$ cat src/hw/rtl/lkv_pkg.sv
// ----------------------------------------------------------------------------
// LRU key-value store package
// Shared widths, register map, request codes and sequencer states.
// ----------------------------------------------------------------------------
package lkv_pkg;

    localparam int FIELD_W          = 32;
    localparam int DEF_ENTRIES      = 8;
    localparam int DEF_KEY_WIDTH    = 32;
    localparam int DEF_VALUE_WIDTH  = 32;

    localparam int CAP_W            = 4;
    localparam logic [CAP_W-1:0] CAP_RESET = 4'd8;

    localparam int PADDR_W          = 3;
    localparam int PDATA_W          = 32;
    localparam logic [PADDR_W-3:0] REG_CAPACITY = 1'b0;

    localparam logic REQ_INSERT     = 1'b0;
    localparam logic REQ_TOUCH      = 1'b1;

    typedef enum logic [1:0] {
        S_IDLE,
        S_SCAN,
        S_UPDATE
    } t_state;

endpackage

$ cat src/hw/rtl/lkv_if.sv
// ----------------------------------------------------------------------------
// LRU key-value store channels
// Request and response valid/ready channels with their payload fields.
// ----------------------------------------------------------------------------
interface lkv_req_if;
    import lkv_pkg::*;

    logic               valid;
    logic               ready;
    logic               req_type;
    logic [FIELD_W-1:0] req_key;
    logic [FIELD_W-1:0] req_value;

    modport source (output valid, output req_type, output req_key, output req_value,
                    input ready);
    modport sink   (input valid, input req_type, input req_key, input req_value,
                    output ready);
endinterface

interface lkv_rsp_if;
    import lkv_pkg::*;

    logic               valid;
    logic               ready;
    logic               hit;
    logic [FIELD_W-1:0] read_value;
    logic               evicted;
    logic [FIELD_W-1:0] evicted_key;
    logic [FIELD_W-1:0] evicted_value;

    modport source (output valid, output hit, output read_value, output evicted,
                    output evicted_key, output evicted_value, input ready);
    modport sink   (input valid, input hit, input read_value, input evicted,
                    input evicted_key, input evicted_value, output ready);
endinterface

$ cat src/hw/rtl/lkv_ram.sv
// ----------------------------------------------------------------------------
// LRU key-value store RAM
// Simple dual-port RAM, one write port, one read port with registered data.
// ----------------------------------------------------------------------------
module lkv_ram #(
    parameter int WIDTH = 32,
    parameter int DEPTH = 8
) (
    input  logic                     i_clk,
    input  logic                     i_we,
    input  logic [$clog2(DEPTH)-1:0] i_waddr,
    input  logic [WIDTH-1:0]         i_wdata,
    input  logic [$clog2(DEPTH)-1:0] i_raddr,
    output logic [WIDTH-1:0]         o_rdata
);
    logic [WIDTH-1:0] r_mem [DEPTH];
    logic [WIDTH-1:0] r_rdata;

    always_ff @(posedge i_clk) begin
        if (i_we) begin
            r_mem[i_waddr] <= i_wdata;
        end
        r_rdata <= r_mem[i_raddr];
    end

    assign o_rdata = r_rdata;
endmodule

$ cat src/hw/rtl/lru_key_value_store_unit.sv
// ----------------------------------------------------------------------------
// LRU key-value store unit
// Fully associative key-value store with least-recently-used replacement.
//
// Usage:
//   i_req carries one request beat: insert (key, value) or touch (key).
//   o_rsp returns one response beat per request: hit and read value, or
//   the key and value of the entry evicted by an insert.
//   The APB port holds the capacity limit at byte address 0 (reset 8).
//   Keys and values sit in two RAMs that a single comparator walks, one
//   slot per cycle; recency ranks sit in flops and are updated at once.
//   The walk over the key RAM ends early when a touch or insert hits;
//   otherwise it covers every slot. One request is in flight at a time.
//   Reset empties the store at once: no clearing pass is needed.
//   A stalled response holds in the output register; the next request is
//   accepted meanwhile but its update waits until the held beat is taken.
// ----------------------------------------------------------------------------
module lru_key_value_store_unit #(
    parameter int ENTRIES     = lkv_pkg::DEF_ENTRIES,
    parameter int KEY_WIDTH   = lkv_pkg::DEF_KEY_WIDTH,
    parameter int VALUE_WIDTH = lkv_pkg::DEF_VALUE_WIDTH
) (
    input  logic                         i_clk,
    input  logic                         i_rst_n,
    lkv_req_if.sink                      i_req,
    lkv_rsp_if.source                    o_rsp,
    input  logic                         psel,
    input  logic                         penable,
    input  logic                         pwrite,
    input  logic [lkv_pkg::PADDR_W-1:0]  paddr,
    input  logic [lkv_pkg::PDATA_W-1:0]  pwdata,
    output logic [lkv_pkg::PDATA_W-1:0]  prdata,
    output logic                         pready
);
    import lkv_pkg::*;

    localparam int IDX_W = $clog2(ENTRIES);
    localparam int AGE_W = IDX_W;
    localparam int CNT_W = $clog2(ENTRIES + 1);
    localparam int THR_W = IDX_W + 1;
    localparam logic [IDX_W-1:0] LAST_IDX = IDX_W'(ENTRIES - 1);
    localparam logic [THR_W-1:0] THR_NEW  = THR_W'(ENTRIES);

    t_state                 r_state, n_state;
    logic [CAP_W-1:0]       r_cap;
    logic [CNT_W-1:0]       r_held, n_held;
    logic [ENTRIES-1:0]     r_valid, n_valid;
    logic [AGE_W-1:0]       r_age [ENTRIES];
    logic [AGE_W-1:0]       n_age [ENTRIES];

    logic [IDX_W-1:0]       r_rd_idx, n_rd_idx;
    logic                   r_rd_done, n_rd_done;
    logic                   r_cmp_vld, n_cmp_vld;
    logic [IDX_W-1:0]       r_cmp_idx, n_cmp_idx;

    logic                   r_type, n_type;
    logic [KEY_WIDTH-1:0]   r_key, n_key;
    logic [VALUE_WIDTH-1:0] r_val, n_val;

    logic                   r_hit, n_hit;
    logic [IDX_W-1:0]       r_hit_idx, n_hit_idx;
    logic [VALUE_WIDTH-1:0] r_hit_val, n_hit_val;
    logic [AGE_W-1:0]       r_hit_age, n_hit_age;
    logic                   r_vic_found, n_vic_found;
    logic [IDX_W-1:0]       r_vic_idx, n_vic_idx;
    logic [KEY_WIDTH-1:0]   r_vic_key, n_vic_key;
    logic [VALUE_WIDTH-1:0] r_vic_val, n_vic_val;
    logic                   r_free_found, n_free_found;
    logic [IDX_W-1:0]       r_free_idx, n_free_idx;

    logic                   r_out_valid, n_out_valid;
    logic                   r_out_hit, n_out_hit;
    logic [FIELD_W-1:0]     r_out_read, n_out_read;
    logic                   r_out_ev, n_out_ev;
    logic [FIELD_W-1:0]     r_out_ek, n_out_ek;
    logic [FIELD_W-1:0]     r_out_evv, n_out_evv;

    logic [CNT_W-1:0]       cap_eff;
    logic [KEY_WIDTH-1:0]   key_q;
    logic [VALUE_WIDTH-1:0] val_q;
    logic                   key_we, val_we;
    logic [IDX_W-1:0]       ram_waddr;
    logic                   cmp_match, cmp_victim;
    logic                   promo_en;
    logic [IDX_W-1:0]       promo_idx;
    logic [THR_W-1:0]       promo_thr;
    logic                   cfg_wr;

    lkv_ram #(.WIDTH(KEY_WIDTH), .DEPTH(ENTRIES)) u_key_ram (
        .i_clk   (i_clk),
        .i_we    (key_we),
        .i_waddr (ram_waddr),
        .i_wdata (r_key),
        .i_raddr (r_rd_idx),
        .o_rdata (key_q)
    );

    lkv_ram #(.WIDTH(VALUE_WIDTH), .DEPTH(ENTRIES)) u_val_ram (
        .i_clk   (i_clk),
        .i_we    (val_we),
        .i_waddr (ram_waddr),
        .i_wdata (r_val),
        .i_raddr (r_rd_idx),
        .o_rdata (val_q)
    );

    assign cfg_wr = psel && penable && pwrite && pready;
    assign pready = 1'b1;
    assign prdata = (paddr[PADDR_W-1:2] == REG_CAPACITY) ? PDATA_W'(r_cap) : '0;

    always_comb begin
        if (r_cap == '0) begin
            cap_eff = CNT_W'(1);
        end else if (int'(r_cap) > ENTRIES) begin
            cap_eff = CNT_W'(ENTRIES);
        end else begin
            cap_eff = CNT_W'(r_cap);
        end
    end

    assign cmp_match  = r_valid[r_cmp_idx] && (key_q == r_key);
    assign cmp_victim = r_valid[r_cmp_idx] &&
                        (CNT_W'(r_age[r_cmp_idx]) == r_held - CNT_W'(1));

    assign i_req.ready      = (r_state == S_IDLE);
    assign o_rsp.valid      = r_out_valid;
    assign o_rsp.hit        = r_out_hit;
    assign o_rsp.read_value = r_out_read;
    assign o_rsp.evicted    = r_out_ev;
    assign o_rsp.evicted_key   = r_out_ek;
    assign o_rsp.evicted_value = r_out_evv;

    always_comb begin
        n_state      = r_state;
        n_held       = r_held;
        n_valid      = r_valid;
        n_age        = r_age;
        n_rd_idx     = r_rd_idx;
        n_rd_done    = r_rd_done;
        n_cmp_vld    = 1'b0;
        n_cmp_idx    = r_rd_idx;
        n_type       = r_type;
        n_key        = r_key;
        n_val        = r_val;
        n_hit        = r_hit;
        n_hit_idx    = r_hit_idx;
        n_hit_val    = r_hit_val;
        n_hit_age    = r_hit_age;
        n_vic_found  = r_vic_found;
        n_vic_idx    = r_vic_idx;
        n_vic_key    = r_vic_key;
        n_vic_val    = r_vic_val;
        n_free_found = r_free_found;
        n_free_idx   = r_free_idx;
        n_out_valid  = r_out_valid && !o_rsp.ready;
        n_out_hit    = r_out_hit;
        n_out_read   = r_out_read;
        n_out_ev     = r_out_ev;
        n_out_ek     = r_out_ek;
        n_out_evv    = r_out_evv;
        key_we       = 1'b0;
        val_we       = 1'b0;
        ram_waddr    = r_hit_idx;
        promo_en     = 1'b0;
        promo_idx    = r_hit_idx;
        promo_thr    = {1'b0, r_hit_age};

        unique case (r_state)
            S_IDLE: begin
                if (i_req.valid) begin
                    n_state      = S_SCAN;
                    n_type       = i_req.req_type;
                    n_key        = KEY_WIDTH'(i_req.req_key);
                    n_val        = VALUE_WIDTH'(i_req.req_value);
                    n_rd_idx     = '0;
                    n_rd_done    = 1'b0;
                    n_hit        = 1'b0;
                    n_vic_found  = 1'b0;
                    n_free_found = 1'b0;
                end
            end
            S_SCAN: begin
                if (!r_rd_done) begin
                    n_cmp_vld = 1'b1;
                    n_rd_idx  = r_rd_idx + IDX_W'(1);
                    if (r_rd_idx == LAST_IDX) begin
                        n_rd_done = 1'b1;
                    end
                end
                if (r_cmp_vld) begin
                    if (cmp_match) begin
                        n_hit     = 1'b1;
                        n_hit_idx = r_cmp_idx;
                        n_hit_val = val_q;
                        n_hit_age = r_age[r_cmp_idx];
                        n_state   = S_UPDATE;
                    end else if (r_cmp_idx == LAST_IDX) begin
                        n_state = S_UPDATE;
                    end
                    if (cmp_victim && !r_vic_found) begin
                        n_vic_found = 1'b1;
                        n_vic_idx   = r_cmp_idx;
                        n_vic_key   = key_q;
                        n_vic_val   = val_q;
                    end
                    if (!r_valid[r_cmp_idx] && !r_free_found) begin
                        n_free_found = 1'b1;
                        n_free_idx   = r_cmp_idx;
                    end
                end
            end
            S_UPDATE: begin
                if (!r_out_valid || o_rsp.ready) begin
                    n_state     = S_IDLE;
                    n_out_valid = 1'b1;
                    n_out_hit   = 1'b0;
                    n_out_read  = '0;
                    n_out_ev    = 1'b0;
                    n_out_ek    = '0;
                    n_out_evv   = '0;
                    if (r_hit) begin
                        n_out_hit = 1'b1;
                        promo_en  = 1'b1;
                        if (r_type == REQ_TOUCH) begin
                            n_out_read = FIELD_W'(r_hit_val);
                        end else begin
                            val_we = 1'b1;
                        end
                    end else if (r_type == REQ_INSERT) begin
                        if (r_held >= cap_eff && r_vic_found) begin
                            n_out_ev  = 1'b1;
                            n_out_ek  = FIELD_W'(r_vic_key);
                            n_out_evv = FIELD_W'(r_vic_val);
                            key_we    = 1'b1;
                            val_we    = 1'b1;
                            ram_waddr = r_vic_idx;
                            promo_en  = 1'b1;
                            promo_idx = r_vic_idx;
                            promo_thr = THR_W'(r_held - CNT_W'(1));
                        end else if (r_free_found) begin
                            key_we    = 1'b1;
                            val_we    = 1'b1;
                            ram_waddr = r_free_idx;
                            n_valid[r_free_idx] = 1'b1;
                            n_held    = r_held + CNT_W'(1);
                            promo_en  = 1'b1;
                            promo_idx = r_free_idx;
                            promo_thr = THR_NEW;
                        end
                    end
                end
            end
            default: begin
                n_state = S_IDLE;
            end
        endcase

        for (int i = 0; i < ENTRIES; i++) begin
            if (promo_en) begin
                if (IDX_W'(i) == promo_idx) begin
                    n_age[i] = '0;
                end else if (r_valid[i] && ({1'b0, r_age[i]} < promo_thr)) begin
                    n_age[i] = r_age[i] + AGE_W'(1);
                end
            end
        end
    end

    always_ff @(posedge i_clk) begin
        if (!i_rst_n) begin
            r_state      <= S_IDLE;
            r_cap        <= CAP_RESET;
            r_held       <= '0;
            r_valid      <= '0;
            r_rd_idx     <= '0;
            r_rd_done    <= 1'b0;
            r_cmp_vld    <= 1'b0;
            r_hit        <= 1'b0;
            r_vic_found  <= 1'b0;
            r_free_found <= 1'b0;
            r_out_valid  <= 1'b0;
            for (int i = 0; i < ENTRIES; i++) begin
                r_age[i] <= '0;
            end
        end else begin
            r_state      <= n_state;
            r_held       <= n_held;
            r_valid      <= n_valid;
            r_rd_idx     <= n_rd_idx;
            r_rd_done    <= n_rd_done;
            r_cmp_vld    <= n_cmp_vld;
            r_hit        <= n_hit;
            r_vic_found  <= n_vic_found;
            r_free_found <= n_free_found;
            r_out_valid  <= n_out_valid;
            r_age        <= n_age;
            if (cfg_wr && paddr[PADDR_W-1:2] == REG_CAPACITY) begin
                r_cap <= pwdata[CAP_W-1:0];
            end
        end
    end

    always_ff @(posedge i_clk) begin
        r_cmp_idx  <= n_cmp_idx;
        r_type     <= n_type;
        r_key      <= n_key;
        r_val      <= n_val;
        r_hit_idx  <= n_hit_idx;
        r_hit_val  <= n_hit_val;
        r_hit_age  <= n_hit_age;
        r_vic_idx  <= n_vic_idx;
        r_vic_key  <= n_vic_key;
        r_vic_val  <= n_vic_val;
        r_free_idx <= n_free_idx;
        r_out_hit  <= n_out_hit;
        r_out_read <= n_out_read;
        r_out_ev   <= n_out_ev;
        r_out_ek   <= n_out_ek;
        r_out_evv  <= n_out_evv;
    end

`ifndef SYNTHESIS
    a_held_bound: assert property (@(posedge i_clk) disable iff (!i_rst_n)
        r_held <= CNT_W'(ENTRIES))
        else $error("held count above entry count");

    a_hit_no_evict: assert property (@(posedge i_clk) disable iff (!i_rst_n)
        o_rsp.valid |-> !(o_rsp.hit && o_rsp.evicted))
        else $error("response reports both hit and eviction");

    a_accept_scan: assert property (@(posedge i_clk) disable iff (!i_rst_n)
        (i_req.valid && i_req.ready) |=> (r_state == S_SCAN))
        else $error("accepted beat did not start a key walk");

    a_held_step: assert property (@(posedge i_clk) disable iff (!i_rst_n)
        (r_held != $past(r_held)) |-> (r_held == $past(r_held) + CNT_W'(1)))
        else $error("held count moved by other than one");
`endif
endmodule
$ cat src/flat_wrapper.sv
// flat-port wrapper written by rule: the top's interface ports become plain ports
module lru_key_value_store_unit_flat import lkv_pkg::*;
#(
    parameter int ENTRIES     = lkv_pkg::DEF_ENTRIES,
    parameter int KEY_WIDTH   = lkv_pkg::DEF_KEY_WIDTH,
    parameter int VALUE_WIDTH = lkv_pkg::DEF_VALUE_WIDTH
)
  (i_clk, i_rst_n, psel, penable, pwrite, paddr, pwdata, prdata, pready, i_req_valid, i_req_req_type, i_req_req_key, i_req_req_value, i_req_ready, o_rsp_valid, o_rsp_hit, o_rsp_read_value, o_rsp_evicted, o_rsp_evicted_key, o_rsp_evicted_value, o_rsp_ready);
  lkv_req_if i_req_i ();
  lkv_rsp_if o_rsp_i ();
  input  logic i_clk;
  input  logic i_rst_n;
  input  logic psel;
  input  logic penable;
  input  logic pwrite;
  input  logic [lkv_pkg::PADDR_W-1:0] paddr;
  input  logic [lkv_pkg::PDATA_W-1:0] pwdata;
  output logic [lkv_pkg::PDATA_W-1:0] prdata;
  output logic pready;
  input wire logic [$bits(i_req_i.valid)-1:0] i_req_valid;
  input wire logic [$bits(i_req_i.req_type)-1:0] i_req_req_type;
  input wire logic [$bits(i_req_i.req_key)-1:0] i_req_req_key;
  input wire logic [$bits(i_req_i.req_value)-1:0] i_req_req_value;
  output wire logic [$bits(i_req_i.ready)-1:0] i_req_ready;
  output wire logic [$bits(o_rsp_i.valid)-1:0] o_rsp_valid;
  output wire logic [$bits(o_rsp_i.hit)-1:0] o_rsp_hit;
  output wire logic [$bits(o_rsp_i.read_value)-1:0] o_rsp_read_value;
  output wire logic [$bits(o_rsp_i.evicted)-1:0] o_rsp_evicted;
  output wire logic [$bits(o_rsp_i.evicted_key)-1:0] o_rsp_evicted_key;
  output wire logic [$bits(o_rsp_i.evicted_value)-1:0] o_rsp_evicted_value;
  input wire logic [$bits(o_rsp_i.ready)-1:0] o_rsp_ready;
  assign i_req_i.valid = i_req_valid;
  assign i_req_i.req_type = i_req_req_type;
  assign i_req_i.req_key = i_req_req_key;
  assign i_req_i.req_value = i_req_req_value;
  assign i_req_ready = i_req_i.ready;
  assign o_rsp_valid = o_rsp_i.valid;
  assign o_rsp_hit = o_rsp_i.hit;
  assign o_rsp_read_value = o_rsp_i.read_value;
  assign o_rsp_evicted = o_rsp_i.evicted;
  assign o_rsp_evicted_key = o_rsp_i.evicted_key;
  assign o_rsp_evicted_value = o_rsp_i.evicted_value;
  assign o_rsp_i.ready = o_rsp_ready;
  lru_key_value_store_unit #(.ENTRIES(ENTRIES), .KEY_WIDTH(KEY_WIDTH), .VALUE_WIDTH(VALUE_WIDTH)) u_core (.i_clk(i_clk), .i_rst_n(i_rst_n), .i_req(i_req_i), .o_rsp(o_rsp_i), .psel(psel), .penable(penable), .pwrite(pwrite), .paddr(paddr), .pwdata(pwdata), .prdata(prdata), .pready(pready));
endmodule
$ cat config.mk
export PLATFORM = sky130hd
export DESIGN_NAME = lru_key_value_store_unit_flat
export DESIGN_NICKNAME = d
export VERILOG_FILES = /design/src/hw/rtl/lkv_pkg.sv /design/src/hw/rtl/lkv_if.sv /design/src/hw/rtl/lkv_ram.sv /design/src/hw/rtl/lru_key_value_store_unit.sv /design/src/flat_wrapper.sv
export SDC_FILE = /design/constraint.sdc
export NUM_CORES = 1
export LEC_CHECK = 0
export BUFFER_PORTS_ARGS = -buffer_cell sky130_fd_sc_hd__buf_2
export CAP_MARGIN = 20
export CORE_AREA = 2 2 263 265
export CTS_CLUSTER_DIAMETER = 100
export DETAILED_ROUTE_END_ITERATION = 7
export DIE_AREA = 0 0 265 267
export PLACE_DENSITY = 0.79
export SLEW_MARGIN = 20
export SYNTH_ARGS = -nofsm -noshare
export SYNTH_HDL_FRONTEND = slang
export SYNTH_SLANG_ARGS = --single-unit
export TNS_END_PERCENT = 5
$ cat constraint.sdc
create_clock -name i_clk -period 11.85 [get_ports i_clk]
set_input_delay 1.185 -clock i_clk [delete_from_list [all_inputs] [get_ports i_clk]]
set_output_delay 1.185 -clock i_clk [all_outputs]
set_load 0.005 [all_outputs]
==> results by group <==
Outcome
  • Status: finished clean

Power
  • VDD IR-drop max: 0.115 mV
  • Pleak: 13.2 nW
  • Cell Pwr Density: 178 mW/mm^2

STA
  • RSZ-0062 raised after global routing: no
  • Final Hold Viols: 0
  • Tmin final: 4.85 ns
  • Finish-stage setup viols: 0
  • Final TNS setup: 0 ns
  • Worst Tran Pin Value: 1.08 ns
  • Slew Viols, Final: 0
  • Max_slew headroom: 27.9%
  • Crit share post-route: 40.9%
  • Maximum clock frequency: 206 MHz
  • Setup Skew: 0.0281 ns

Clock network
  • Sink Count: 901
  • Post-CTS Hold Fix Bufs: 0
  • Post-CTS Resized: 0
  • Post-CTS Setup Bufs: 0
  • H-tree depth: 3
  • CTS tree: built
  • CTS buffer count: 86
  • Bufs on Longest Clock Path: 3
  • Clock Root Buffer: clkbuf_16
  • Clock Latency Late Sink: 0.64 ns
  • Clk slew on worst S/H paths: 0.06 ns

GRT
  • Vias in the first global route: 17322
  • Largest net degree at the start of global routing: 103
  • Antenna violations before repair: 4
  • GR Overflow Total: 0
  • First-pass GRT wire length: 105000 um
  • Total track usage: 20.0%

Yosys
  • Ys flop type: edfxtp_1
  • Number of flops mapped to enable cells by yosys: 783
  • Mapped Cells: 1690
  • Largest cells by area after synthesis: edfxtp_1 70%, mux4_2 9.1%, dfxtp_1 7.0%, mux2_2 2.3%, and3_1 2.0%
  • Top cell type's share of synthesized area: 70.0%
  • Synthesized flop and latch total: 901
  • Yosys warning count: 0
  • Cell Area, Synth: 0.0336 mm^2
  • Cell taking the most area after synthesis: edfxtp_1
  • Mean Syn Cell Area: 19.9 um^2
  • Sequential fraction of the synthesis area: 77.0%
  • Netlist cell types: 64
  • Post-synthesis async set-or-reset flop share: 0%

Layout
  • Most common cell after layout, fill and taps aside: edfxtp_1
  • Area Overhead vs Synth: 14.6%
  • Most frequent cells in the layout: 783 x edfxtp_1, 179 x buf_2, 136 x mux4_2
  • Top Registers: u_core.u_key_ram.r_mem: 256 flops, u_core.u_val_ram.r_mem: 256 flops
  • Finished Cell Area: 0.0385 mm^2
  • Final core utilization: 56.7%
  • Nets: 2050
  • Share of layout cells above drive strength 1: 29.9%

Die
  • Die H: 267 um
  • Ports: 240
  • Initial core utilization: 49.4%
  • Die Area: 0.0708 mm^2
  • Core ar.: 0.0680 mm^2
  • Die width: 265 um
  • # rows: 96

Detailed routing
  • DR DRC count: 0
  • Routed wire length: 70300 um
  • Antenna Violating Nets Remaining: 0
  • Vias: 16564
  • Via density: 5.78
  • 1st-pass router iterations: 5
  • Starting DRT DRC Count: 1624
  • Routed len/inst: 24.5 um

Placed design
  • Hpwl dp: 38900 um
  • IO Port Bufs: 180
  • DP Area: 0.0356 mm^2
  • Routability Congestion: 0.868

Worst setup path
  • Crit path kind: reg -> reg
  • CP arrival: 5.13 ns
  • Critical Path Source Type: flop
  • CP max FO: 68
  • Worst r2r src: u_core.r_cap[3]$_SDFFE_PN1P_
  • Worst Setup SP: u_core.r_cap[3]$_SDFFE_PN1P_
  • Crit path required time: 12.13 ns
  • CP Capture Type: flop

Job
  • Max Cap Violations: 0

Hold path
  • Hold_sp: u_core.u_val_ram.o_rdata[9]$_DFF_P_
  • HP Class: reg -> reg
-- report_power, final --
part | internal, mW | leakage [nW] | total [mW] | switching [mW]
logic | 0.169 | 3.67 | 0.353 | 0.183
registers | 3.58 | 8.07 | 3.69 | 0.107
clock network | 1.69 | 1.44 | 2.83 | 1.14
-- final timing paths --
path                                                   to  slack (ns)  cells after the start
setup / recovery  u_core.u_val_ram.r_mem[2][13]$_DFFE_PP_        7.00                     12
hold / removal              u_core.r_hit_val[9]$_DFFE_PP_        0.43                      0
setup reg to reg  u_core.u_val_ram.r_mem[2][13]$_DFFE_PP_        7.00                     12
hold reg to reg             u_core.r_hit_val[9]$_DFFE_PP_        0.43                      0
-- layer usage --
| layer | track usage [%] | wire length (um) | up-vias |
|---|---|---|---|
| met5 | 0.277 | 11 | - |
| met4 | 7.36 | 2030 | 2 |
| met3 | 3.51 | 4430 | 119 |
| met2 | 33.8 | 35700 | 645 |
| met1 | 26.1 | 28000 | 8637 |
| li1 | - | - | 7161 |
-- critical path, cell delays in order, from the launching register on --
cell,delay [ns]
dfxtp_1,0.31
inv_1,0.20
nand2_1,0.14
ha_1,0.36
a21o_1,0.17
a31oi_4,0.07
o21ai_4,0.16
buf_4,0.69
mux2_2,0.50
a21boi_4,0.57
nand4_1,0.29
a21oi_4,0.56
buf_4,0.44
-- metrics by stage --
step                      total power [mW]  setup slack [ns]  hold WS, ns  std cells
after global routing                  7.08              6.74        0.442       2867
final                                 6.87              7.00        0.427       2867
after floorplan                       3.96              5.69        0.365       1717
after global placement                4.09              6.96        0.407       2705
after detailed placement              4.11              6.91        0.411       2705
after CTS                             6.92              6.92        0.423       2865
-- cell families (layout without fill, tap and decap cells) --
| kind of cell | Yosys count | in the layout | share of synthesized area (%) |
|---|---|---|---|
| AOI/OAI and AO/OA | 115 | 115 | 2.77 |
| xor gates and xnor gates | 47 | 47 | 1.23 |
| adders and majority gates | 32 | 32 | 1.19 |
| buffers and inverters | 106 | 372 | 1.63 |
| DFF | 901 | 901 | 77.0 |
| muxes | 209 | 209 | 11.5 |
| other | 2 | 31 | 0.0223 |
| and+or+nand+nor | 278 | 278 | 4.62 |
-- area by class of cell --
class | count | area [um^2]
diodes | 2 | 5.00
clock buffers | 119 | 2410
clock inverters | 41 | 528
fillers | 4879 | 29500
inverters | 5 | 20.0
multi-input cells | 710 | 7440
flip-flops and latches | 901 | 25900
well taps | 882 | 1100
repair buffers | 207 | 1120
-- cells in the mapped netlist (11+ instances only) --
master and count:
mux2_2 68, nand2b_1 11, nand4_1 12, nor2_1 27, nor2b_1 12, xnor2_1 39
nand3_1 14, nand2_1 59, and3_1 105, o22ai_1 18, dfxtp_1 118, mux4_2 136
ha_1 32, edfxtp_1 783, clkbuf_1 52, buf_2 14, buf_4 29, a21oi_1 19
(Power assumes the default switching activity.)
